[src/hdl/tsrtc_pkg.sv]
// ----------------------------------------------------------------------------
// tsrtc_pkg: shared types and tables for the timestamp text converter
// Payload structs, status codes and the calendar lookup tables.
// ----------------------------------------------------------------------------
package tsrtc_pkg;

	localparam int unsigned TS_LEN      = 14;
	localparam int unsigned DATE_CHARS  = 8;
	localparam int unsigned TIME_CHARS  = 6;
	localparam logic [6:0]  YEAR_CENTURY = 7'd20;

	typedef enum logic [2:0] {
		ST_OK        = 3'd0,
		ST_SHORT     = 3'd1,
		ST_NON_DIGIT = 3'd2,
		ST_RANGE     = 3'd3,
		ST_DAY       = 3'd4
	} status_t;

	typedef struct packed {
		logic [63:0] date_text;
		logic [47:0] time_text;
		logic [3:0]  char_count;
	} stamp_t;

	typedef struct packed {
		status_t    status;
		logic [6:0] year_offset;
		logic [3:0] month_num;
		logic [4:0] day_num;
		logic [4:0] hour_num;
		logic [5:0] minute_num;
		logic [5:0] second_num;
		logic [2:0] weekday;
	} rtc_fields_t;

	// days in month, February as non-leap
	function automatic logic [4:0] month_days(input logic [6:0] mo);
		logic [4:0] d;
		case (mo)
			7'd2: d = 5'd28;
			7'd4, 7'd6, 7'd9, 7'd11: d = 5'd30;
			default: d = 5'd31;
		endcase
		return d;
	endfunction

	// Sakamoto month offsets
	function automatic logic [2:0] month_key(input logic [6:0] mo);
		logic [2:0] k;
		case (mo)
			7'd1:  k = 3'd0;
			7'd2:  k = 3'd3;
			7'd3:  k = 3'd2;
			7'd4:  k = 3'd5;
			7'd5:  k = 3'd0;
			7'd6:  k = 3'd3;
			7'd7:  k = 3'd5;
			7'd8:  k = 3'd1;
			7'd9:  k = 3'd4;
			7'd10: k = 3'd6;
			7'd11: k = 3'd2;
			7'd12: k = 3'd4;
			default: k = 3'd0;
		endcase
		return k;
	endfunction

endpackage

[src/hdl/timestamp_text_to_rtc_fields_core.sv]
// ----------------------------------------------------------------------------
// timestamp_text_to_rtc_fields_core: ASCII YYYYMMDDhhmmss to RTC fields
// Checks length, digits, ranges and month length, and finds the weekday.
// ----------------------------------------------------------------------------
// Usage
//   Input: drive stamp (date word, time word, char count) and pulse start.
//   A transfer happens on any edge with start high and busy low; busy never
//   rises, so a new timestamp may be offered on every cycle.
//   Output: done is high for exactly one cycle with result valid alongside.
//   The receiver has no back-pressure and must take result in that cycle.
// Pipeline and throughput
//   Three register stages: decode and digit check, range check and weekday
//   partial sum, then month-length check and mod-7 into the output register.
//   done is the valid bit of the output register; one item per cycle.
// Status
//   0 ok, 1 too short, 2 non-digit, 3 field out of range, 4 day beyond
//   month. The first failing check wins and every other field reads zero.
// Reset
//   arst_n clears the stage valid bits, so nothing is emitted until new
//   timestamps arrive; the data registers are not reset.
// ----------------------------------------------------------------------------
module timestamp_text_to_rtc_fields_core (
	input  logic                   clk,
	input  logic                   arst_n,
	input  logic                   start,
	output logic                   busy,
	input  tsrtc_pkg::stamp_t      stamp,
	output logic                   done,
	output tsrtc_pkg::rtc_fields_t result
);

	// ------------------------------------------------------------ stage 1
	logic [7:0] chr      [tsrtc_pkg::TS_LEN];
	logic [3:0] dig      [tsrtc_pkg::TS_LEN];
	logic [tsrtc_pkg::TS_LEN-1:0] is_dig;

	logic       valid_s1;
	logic       short_s1;
	logic       nondig_s1;
	logic [6:0] cent_s1, yl_s1, mo_s1, da_s1, hh_s1, mi_s1, se_s1;

	function automatic logic [6:0] pair10(input logic [3:0] hi, input logic [3:0] lo);
		return 7'(hi) * 7'd10 + 7'(lo);
	endfunction

	always_comb begin
		for (int i = 0; i < tsrtc_pkg::DATE_CHARS; i++) begin
			chr[i] = stamp.date_text[63 - 8*i -: 8];
		end
		for (int i = 0; i < tsrtc_pkg::TIME_CHARS; i++) begin
			chr[tsrtc_pkg::DATE_CHARS + i] = stamp.time_text[47 - 8*i -: 8];
		end
		for (int i = 0; i < tsrtc_pkg::TS_LEN; i++) begin
			is_dig[i] = (chr[i] >= 8'h30) && (chr[i] <= 8'h39);
			dig[i]    = chr[i][3:0];
		end
	end

	assign busy = 1'b0;

	always_ff @(posedge clk or negedge arst_n) begin
		if (!arst_n) begin
			valid_s1 <= 1'b0;
		end else begin
			valid_s1 <= start && !busy;
		end
	end

	always_ff @(posedge clk) begin
		short_s1  <= stamp.char_count < 4'(tsrtc_pkg::TS_LEN);
		nondig_s1 <= !(&is_dig);
		cent_s1   <= pair10(dig[0],  dig[1]);
		yl_s1     <= pair10(dig[2],  dig[3]);
		mo_s1     <= pair10(dig[4],  dig[5]);
		da_s1     <= pair10(dig[6],  dig[7]);
		hh_s1     <= pair10(dig[8],  dig[9]);
		mi_s1     <= pair10(dig[10], dig[11]);
		se_s1     <= pair10(dig[12], dig[13]);
	end

	// ------------------------------------------------------------ stage 2
	logic       range_bad;
	logic [4:0] dim;
	logic [6:0] kk;
	logic [7:0] wsum;

	logic                valid_s2;
	tsrtc_pkg::status_t  status_s2;
	logic [4:0]          dim_s2;
	logic [7:0]          wsum_s2;
	logic [6:0]          yl_s2, mo_s2, da_s2, hh_s2, mi_s2, se_s2;

	always_comb begin
		range_bad = (cent_s1 != tsrtc_pkg::YEAR_CENTURY) ||
			(mo_s1 < 7'd1) || (mo_s1 > 7'd12) ||
			(da_s1 < 7'd1) || (da_s1 > 7'd31) ||
			(hh_s1 > 7'd23) || (mi_s1 > 7'd59) || (se_s1 > 7'd59);
		// 2000 is a multiple of 400, so inside the century leap is just yl % 4
		dim = tsrtc_pkg::month_days(mo_s1);
		if (mo_s1 == 7'd2 && yl_s1[1:0] == 2'b00) begin
			dim = 5'd29;
		end
		// k = year-2000 (less one for Jan/Feb), biased by 4 to stay positive;
		// 2485 and the bias of four reduce to +2 mod 7
		kk   = yl_s1 + 7'd4 - ((mo_s1 < 7'd3) ? 7'd1 : 7'd0);
		wsum = 8'(kk) + 8'(kk[6:2]) + 8'(tsrtc_pkg::month_key(mo_s1))
			+ 8'(da_s1) + 8'd2;
	end

	always_ff @(posedge clk or negedge arst_n) begin
		if (!arst_n) begin
			valid_s2 <= 1'b0;
		end else begin
			valid_s2 <= valid_s1;
		end
	end

	always_ff @(posedge clk) begin
		if (short_s1) begin
			status_s2 <= tsrtc_pkg::ST_SHORT;
		end else if (nondig_s1) begin
			status_s2 <= tsrtc_pkg::ST_NON_DIGIT;
		end else if (range_bad) begin
			status_s2 <= tsrtc_pkg::ST_RANGE;
		end else begin
			status_s2 <= tsrtc_pkg::ST_OK;
		end
		dim_s2  <= dim;
		wsum_s2 <= wsum;
		yl_s2   <= yl_s1;
		mo_s2   <= mo_s1;
		da_s2   <= da_s1;
		hh_s2   <= hh_s1;
		mi_s2   <= mi_s1;
		se_s2   <= se_s1;
	end

	// ------------------------------------------------------------ stage 3
	function automatic logic [2:0] mod7(input logic [7:0] s);
		logic [6:0] a;
		logic [3:0] b;
		a = 7'(s[7:6]) + 7'(s[5:0]);
		b = 4'(a[6:3]) + 4'(a[2:0]);
		if (b >= 4'd7) b = b - 4'd7;
		if (b >= 4'd7) b = b - 4'd7;
		return b[2:0];
	endfunction

	tsrtc_pkg::status_t    status_fin;
	logic [2:0]            dow;
	tsrtc_pkg::rtc_fields_t res_d;

	logic                   valid_s3;
	tsrtc_pkg::rtc_fields_t result_s3;

	always_comb begin
		status_fin = status_s2;
		if (status_s2 == tsrtc_pkg::ST_OK && da_s2 > 7'(dim_s2)) begin
			status_fin = tsrtc_pkg::ST_DAY;
		end
		dow   = mod7(wsum_s2);
		res_d = '0;
		res_d.status = status_fin;
		if (status_fin == tsrtc_pkg::ST_OK) begin
			res_d.year_offset = yl_s2;
			res_d.month_num   = mo_s2[3:0];
			res_d.day_num     = da_s2[4:0];
			res_d.hour_num    = hh_s2[4:0];
			res_d.minute_num  = mi_s2[5:0];
			res_d.second_num  = se_s2[5:0];
			res_d.weekday     = (dow == 3'd0) ? 3'd7 : dow;
		end
	end

	always_ff @(posedge clk or negedge arst_n) begin
		if (!arst_n) begin
			valid_s3 <= 1'b0;
		end else begin
			valid_s3 <= valid_s2;
		end
	end

	always_ff @(posedge clk) begin
		result_s3 <= res_d;
	end

	assign done   = valid_s3;
	assign result = result_s3;

	// ------------------------------------------------------------ checks
	a_latency: assert property (@(posedge clk) disable iff (!arst_n)
		($past(arst_n) && $past(arst_n, 2) && $past(arst_n, 3))
		|-> (done == $past(start, 3)))
		else $error("done does not follow start by three cycles");

	a_err_zero: assert property (@(posedge clk) disable iff (!arst_n)
		(done && result.status != tsrtc_pkg::ST_OK)
		|-> (result.year_offset == '0 && result.month_num == '0 &&
			result.day_num == '0 && result.hour_num == '0 &&
			result.minute_num == '0 && result.second_num == '0 &&
			result.weekday == '0))
		else $error("error result carries non-zero fields");

	a_ok_fields: assert property (@(posedge clk) disable iff (!arst_n)
		(done && result.status == tsrtc_pkg::ST_OK)
		|-> (result.weekday != 3'd0 && result.month_num != 4'd0 &&
			result.day_num != 5'd0 && result.month_num <= 4'd12))
		else $error("good result with invalid date fields");

endmodule
[config.mk]
export PLATFORM = sky130hd
export DESIGN_NAME = timestamp_text_to_rtc_fields_core
export DESIGN_NICKNAME = d
export VERILOG_FILES = /design/src/hdl/tsrtc_pkg.sv /design/src/hdl/timestamp_text_to_rtc_fields_core.sv
export SDC_FILE = /design/constraint.sdc
export NUM_CORES = 1
export LEC_CHECK = 0
export ABC_AREA = 1
export BUFFER_PORTS_ARGS = -buffer_cell sky130_fd_sc_hd__buf_4
export CAP_MARGIN = 0
export CORE_MARGIN = 2
export CORE_UTILIZATION = 50
export CTS_CLUSTER_SIZE = 30
export DETAILED_ROUTE_END_ITERATION = 12
export HOLD_SLACK_MARGIN = 0.08
export PLACE_DENSITY = 0.73
export SYNTH_ARGS = -nofsm -noshare
export SYNTH_HDL_FRONTEND = slang
export SYNTH_SLANG_ARGS = --single-unit
[constraint.sdc]
create_clock -name clk -period 9.8 [get_ports clk]
set_input_delay 1.47 -clock clk [delete_from_list [all_inputs] [get_ports clk]]
set_output_delay 1.47 -clock clk [all_outputs]
set_load 0.005 [all_outputs]
---- After elaboration in Yosys (flattened, before gate mapping) ----
Memory sizes are Yosys's and may differ from the RTL's. A register that Yosys moved wholly into a read port is not among the register bits.
Cells that the tools add are included.
word-level totals
  flip-flop bits (word level) ............. 144
  bits in read-only memories .............. 48
  bits of input ports ..................... 119
  output and inout bits ................... 41
  logic and storage cells ................. 142
  memories kept ........................... 1
memory list
  memory           words  width  rd ports  clocked after Yosys merged registers in  write ports  line             source
  (no name shown)  16     3      1         1                                        0            tsrtc_pkg.sv:51  case (mo)
cells by class
  add/subtract/negate cells ............... 17
  multipliers ............................. 7
  $lt $le $gt $ge ......................... 40
  equality and inequality tests ........... 6
  multiplexer cells ....................... 9
  reductions and logical operators ........ 32
operators by type and width
  cell                 number
  $ge 8x6->1 const B   14
  $le 8x6->1 const B   14
  $add 7x4->7          7
  $mul 4x3->6 const B  7
  $logic_and 1x1->1    16
  $eq 7x3->1 const B   2
  $eq 7x4->1 const B   2
  $gt 7x5->1 const B   2
  $gt 7x6->1 const B   2
  $lt 7x1->1 const B   2
  $reduce_and 14->1    1
  $logic_not 3->1      4
  $mux 3               4
  $add 7x5->8          1
  $add 8x2->8 const B  1
  $add 8x3->8          1
  $add 8x7->8          1
  $ge 4x3->1 const B   2
  $add 2x6->7          1
  $add 7x3->7 const B  1
  $eq 7x2->1 const B   1
  $gt 7x4->1 const B   1
  $gt 7x5->1           1
  $logic_or 1x1->1     7
  15 further kinds     16

---- Depth between registers and ports, before layout ----
  depth in word-level cells ............... 10
  mapped depth ............................ 24
  mapped depth without buffers ............ 24

---- Worst setup path after synthesis ----
No wires, ideal clock.
  path type ............................... reg2reg
  from .................................... reg mo_s1[6]
  to ...................................... reg wsum_s2[7]
  library setup time ...................... 112 ps
  data arrival time ....................... 4212 ps
  required time ........................... 9688 ps
  setup slack ............................. 5476 ps
  stages on the path, launching flop included .. 25
  buffers on the path ..................... 0
  clock period less this slack ............ 4324 ps
  path through ............................ dfxtp_1 -> nor2_1 -> inv_1 -> nor2_1 -> inv_1 -> a2111oi_0 -> ha_1 -> inv_1 -> ha_1 -> fa_1 -> inv_1 -> fa_1 -> fa_1 -> inv_1 -> ha_1 -> a21oi_1 -> nand2_1 -> nand2_1 -> nand2_1 -> a21oi_1 -> o21ai_0 -> a21oi_1 -> inv_1 -> nand2_1 -> nand2_1
between the ends
  cells in the longest elaborated chain, start to end .. 7
  elaborated cells on any way between the ends .. 9
  classes of those cells .................. 5 x add/sub; 1 x order compare; 2 x mux; 1 x reduce/logical
ends and longest elaborated chain
  item                    line                                      source
  start, declared         timestamp_text_to_rtc_fields_core.sv:40   logic [6:0] cent_s1, yl_s1, mo_s1, da_s1, hh_s1, mi_s1, se_s1;
  start signal, assigned  timestamp_text_to_rtc_fields_core.sv:74   mo_s1 <= pair10(dig[4], dig[5]);
  $lt 7x2->1              timestamp_text_to_rtc_fields_core.sv:105  kk = yl_s1 + 7'd4 - ((mo_s1 < 7'd3) ? 7'd1 : 7'd0);
  $mux 1                  timestamp_text_to_rtc_fields_core.sv:105
  $sub 7x1->7             timestamp_text_to_rtc_fields_core.sv:105
  $add 7x5->8             timestamp_text_to_rtc_fields_core.sv:106  wsum = 8'(kk) + 8'(kk[6:2]) + 8'(tsrtc_pkg::month_key(mo_s1))
  $add 8x3->8 (*)         timestamp_text_to_rtc_fields_core.sv:106
  $add 8x7->8 (*)         timestamp_text_to_rtc_fields_core.sv:107  + 8'(da_s1) + 8'd2;
  $add 8x2->8 (*)         timestamp_text_to_rtc_fields_core.sv:107
  via wsum[7]             timestamp_text_to_rtc_fields_core.sv:85   logic [7:0] wsum;
  end signal, assigned    timestamp_text_to_rtc_fields_core.sv:129  wsum_s2 <= wsum;
  end, declared           timestamp_text_to_rtc_fields_core.sv:90   logic [7:0] wsum_s2;
Mark *: on every way through the listed nets, which the timed path passes. The rest lies on a longest branch.
A chain may end at the register's enable or synchronous reset.

---- Final worst setup path ----
Ends and elaborated chain as after synthesis.

==> results.py <==
metrics = {
    "outcome": {
        "status": "finished, final reports clean",
    },
    "die": {
        "die_y_um": 117.9,
        "coreArea_sq_mm": 0.01267,
        "dieArea_sq_mm": 0.01391,
        "die_w_um": 117.9,
        "fp-row-count": 41,
        "initial_core_util_pct": 51.23,
        "io_pins": 160,
    },
    "final_layout": {
        "layoutNonFillerInstCount": 1042,
        "largestRegisters": "result (39), wsum_s2 (8)",
        "multi_input_area_sq_mm": 0.003129,
        "nets": 1075,
        "largest_reg_flops": 39,
        "top_register": "result",
        "syn_to_final_growth_pct": 30.03,
        "nFillCells": 1002,
        "n_antenna_cell": 0,
        "seqCellArea_sq_mm": 0.002878,
        "drive_above_1_share_pct": 22.87,
    },
    "timing": {
        "fin_tns_setup_ns": 0,
        "hold_viol": 0,
        "drv_slew": 0,
        "clock_skew_ns": 0.008753,
        "timing.fmax_ghz": 0.2067,
        "setup_violations": 0,
        "slew_headroom_pct": 59.13,
        "tightest_slew_ns": 0.6116,
        "period_minus_slack_ns": 4.838,
        "fin_hold_ws_ns": 0.3246,
        "finalWorstSetupSlack_ns": 4.962,
        "finalCritPeriodShare_pct": 49.37,
        "rsz0062_at_grt": "no",
    },
    "global_routing": {
        "grt_overflow_total": 0,
        "grtUsageMet3_pct": 5.087,
        "grt_first_pass_wirelength_mm": 22.94,
        "grt_max_degree": 20,
        "first_global_vias": 5146,
        "busiest_layer": "met2",
        "grtUsageMet1_pct": 22.16,
        "antenna_found_initial": 0,
        "grt.met2_usage_pct": 38.44,
        "grt.total_usage_pct": 20.74,
    },
    "pwr": {
        "p_leak_nw": 4.377,
        "p_comb_share_pct": 55.4,
        "internal_power_w": 0.001740,
        "clkPwrFrac_pct": 20.0,
        "power_frac_seq_pct": 24.6,
        "power_density_mw_per_mm2": 358.5,
        "p_switching_w": 0.001286,
        "swShare_pct": 42.51,
        "power.total_w": 0.003026,
        "vdd_drop_max_mv": 0.2508,
    },
    "logic_synthesis": {
        "yosysSeqAreaShare_pct": 44.33,
        "synth_top_cell_by_area": "dfxtp_1",
        "ys.flop_type": "dfxtp_1",
        "ys_ff_latch": 143,
        "synth_mux_area_share_pct": 0,
        "synth_area_leaders": "dfxtp_1 43%, ha_1 14%, fa_1 7.7%, inv_1 7.0%, xor2_1 5.4%",
        "synth_cells": 687,
        "netlist_area_sq_mm": 0.006491,
        "synth_edf_count": 0,
        "yosysWarnings": 0,
        "synthArstFlopShare_pct": 2.098,
        "syn_nets": 904,
        "synthSimpleGateAreaFrac_pct": 14.48,
        "synth_xor_area_share_pct": 6.881,
        "synthDistinctLibCells": 36,
        "synth_top_family_by_area": "adder cells",
        "syn_area_per_cell_sq_um": 9.449,
        "netlist.area_leader.share_pct": 43.18,
        "synth_compound_area_share_pct": 5.012,
        "synthAdderAreaFrac_pct": 21.78,
    },
    "critical_path": {
        "cp_max_fo": 6,
        "critPathArrivalTime_ns": 5.14,
        "critical_path_required_ns": 10.11,
        "critical_path_class": "reg -> reg",
        "start_kind": "register",
        "end_kind": "register",
    },
    "worst_hold_path": {
        "holdCritPathClass": "reg -> reg",
    },
    "placement": {
        "io_buffers": 157,
        "pre_cts_ws_ns": 4.964,
        "place_inst": 1011,
        "routabilityCongestion": 0.8678,
        "dp_hpwl_mm": 11.10,
    },
    "drt": {
        "via_per_inst": 4.730,
        "drtAntennaViolNets": 0,
        "vias": 4929,
        "drc": 0,
        "drt_wl_total_mm": 13.38,
        "wl_per_cell_um": 12.84,
        "drtIter0Drc": 164,
        "dr.pass1.iters": 4,
    },
    "clock_tree": {
        "cts_tree": "done",
        "h-tree-depth": 4,
        "cts.clk_slew.worst_paths_ns": 0.06,
        "cts-resized-gates": 0,
        "cts_buffers": 17,
        "clock-sinks": 143,
        "cts_root_buffer": "clkbuf_16",
        "clk_path_buf_depth": 2,
        "postCtsSetupBuffers": 0,
        "worst_skew_pair.late_latency_ns": 0.41,
        "hold_buffers": 0,
    },
    "flow_run": {
        "max_cap_violations": 0,
    },
}
## area by class of cell
type                            count  area share, %
Clock buffer                       19          5.500
Clock inverter                     12          1.304
Inverter                          122          5.425
Multi-Input combinational cell    416          37.07
Sequential cell                   143          34.09
Tap cell                          172          2.550
Timing Repair Buffer              158          14.05
## cells in the mapped netlist (10+ instances only)
master   count
nor3_1      10
dfxtp_1    140
nor2_1      67
xnor2_1     11
ha_1        73
xor2_1      40
a21oi_1     15
nand2_1     73
inv_1      121
nand3_1     30
fa_1        25
nand4_1     10
o21ai_0     19
## power by group through the flow
stage | clock network, W | registers [W] | logic (W)
3_3_place_gp | 0 | 0.000753 | 0.00154
2_1_floorplan | 0 | 0.000742 | 0.00132
3_5_place_dp | 0 | 0.000757 | 0.00166
6_report | 0.000606 | 0.000745 | 0.00167
4_1_cts | 0.000616 | 0.000746 | 0.00167
5_1_grt | 0.000646 | 0.000756 | 0.00194
## layout by cell type (no fill, tap or decap), types with 2 or more instances in the layout
cell       instances
o31ai_1            2
nand3_2            2
dfxtp_1          140
o21bai_1           2
xor2_1            40
clkinv_4           5
nand3_1           30
nor2_1            67
nand2_2            4
nand2_4            2
xnor2_1           11
nor3_1            10
inv_1            121
dfrtp_1            3
clkinv_2           4
fa_1              25
a21oi_1           15
a211oi_1           2
a31oi_1            5
nor3b_1            5
nand4_1           10
clkbuf_16         18
buf_4            158
ha_1              73
nand2_1           73
o22ai_1            5
a211o_1            2
o21ai_0           19
nor4_1             4
## through the flow
step | utilization, % | area (sq um)
2_1_floorplan | - | 6491
3_3_place_gp | 62.08 | 7866
3_5_place_dp | 62.08 | 7866
4_1_cts | 66.61 | 8441
5_1_grt | 66.61 | 8441
6_report | 66.61 | 8441
## logic make-up after synthesis
group	count (synthesis)
buffers and inverters	128
adders and majority gates	98
and+or+nand+nor	210
DFF	143
other	1
xor gates and xnor gates	51
AOI/OAI and AO/OA	56
## worst max-delay path, stage by stage, from the launching register on
cell       delay, ns
dfxtp_1         0.30
nor2_1          0.09
inv_1           0.04
nor2_1          0.34
inv_1           0.11
a2111oi_0       0.35
ha_1            0.22
inv_1           0.04
ha_1            0.20
a211o_1         0.29
xor2_1          0.33
fa_1            0.51
fa_1            0.55
inv_1           0.04
ha_1            0.34
a21oi_1         0.16
nand2_1         0.09
nand2_1         0.06
nand2_1         0.05
a21oi_1         0.19
o21ai_0         0.11
a21oi_1         0.16
inv_1           0.05
nand2_1         0.05
nand2_1         0.04
## routing by layer
layer	vias up	wire length, um
li1	2516	-
met1	2238	5373
met2	143	7078
met3	32	506
met4	0	422
met5	-	0
## final timing paths
kind                                 endpoint  slack, ns  cells past startpoint        startpoint
hold reg to reg              mi_s2[0]$_DFF_P_       0.32                      0  mi_s1[0]$_DFF_P_
setup / recovery           wsum_s2[7]$_DFF_P_       4.96                     24  mo_s1[6]$_DFF_P_
min in group asynchronous  valid_s1$_DFF_PN0_       0.84                      1            arst_n
hold / removal               mi_s2[0]$_DFF_P_       0.32                      0  mi_s1[0]$_DFF_P_
max in group asynchronous      done$_DFF_PN0_       8.87                      1            arst_n
setup reg to reg           wsum_s2[7]$_DFF_P_       4.96                     24  mo_s1[6]$_DFF_P_
No activity file was read; power rests on OpenSTA's default activity.
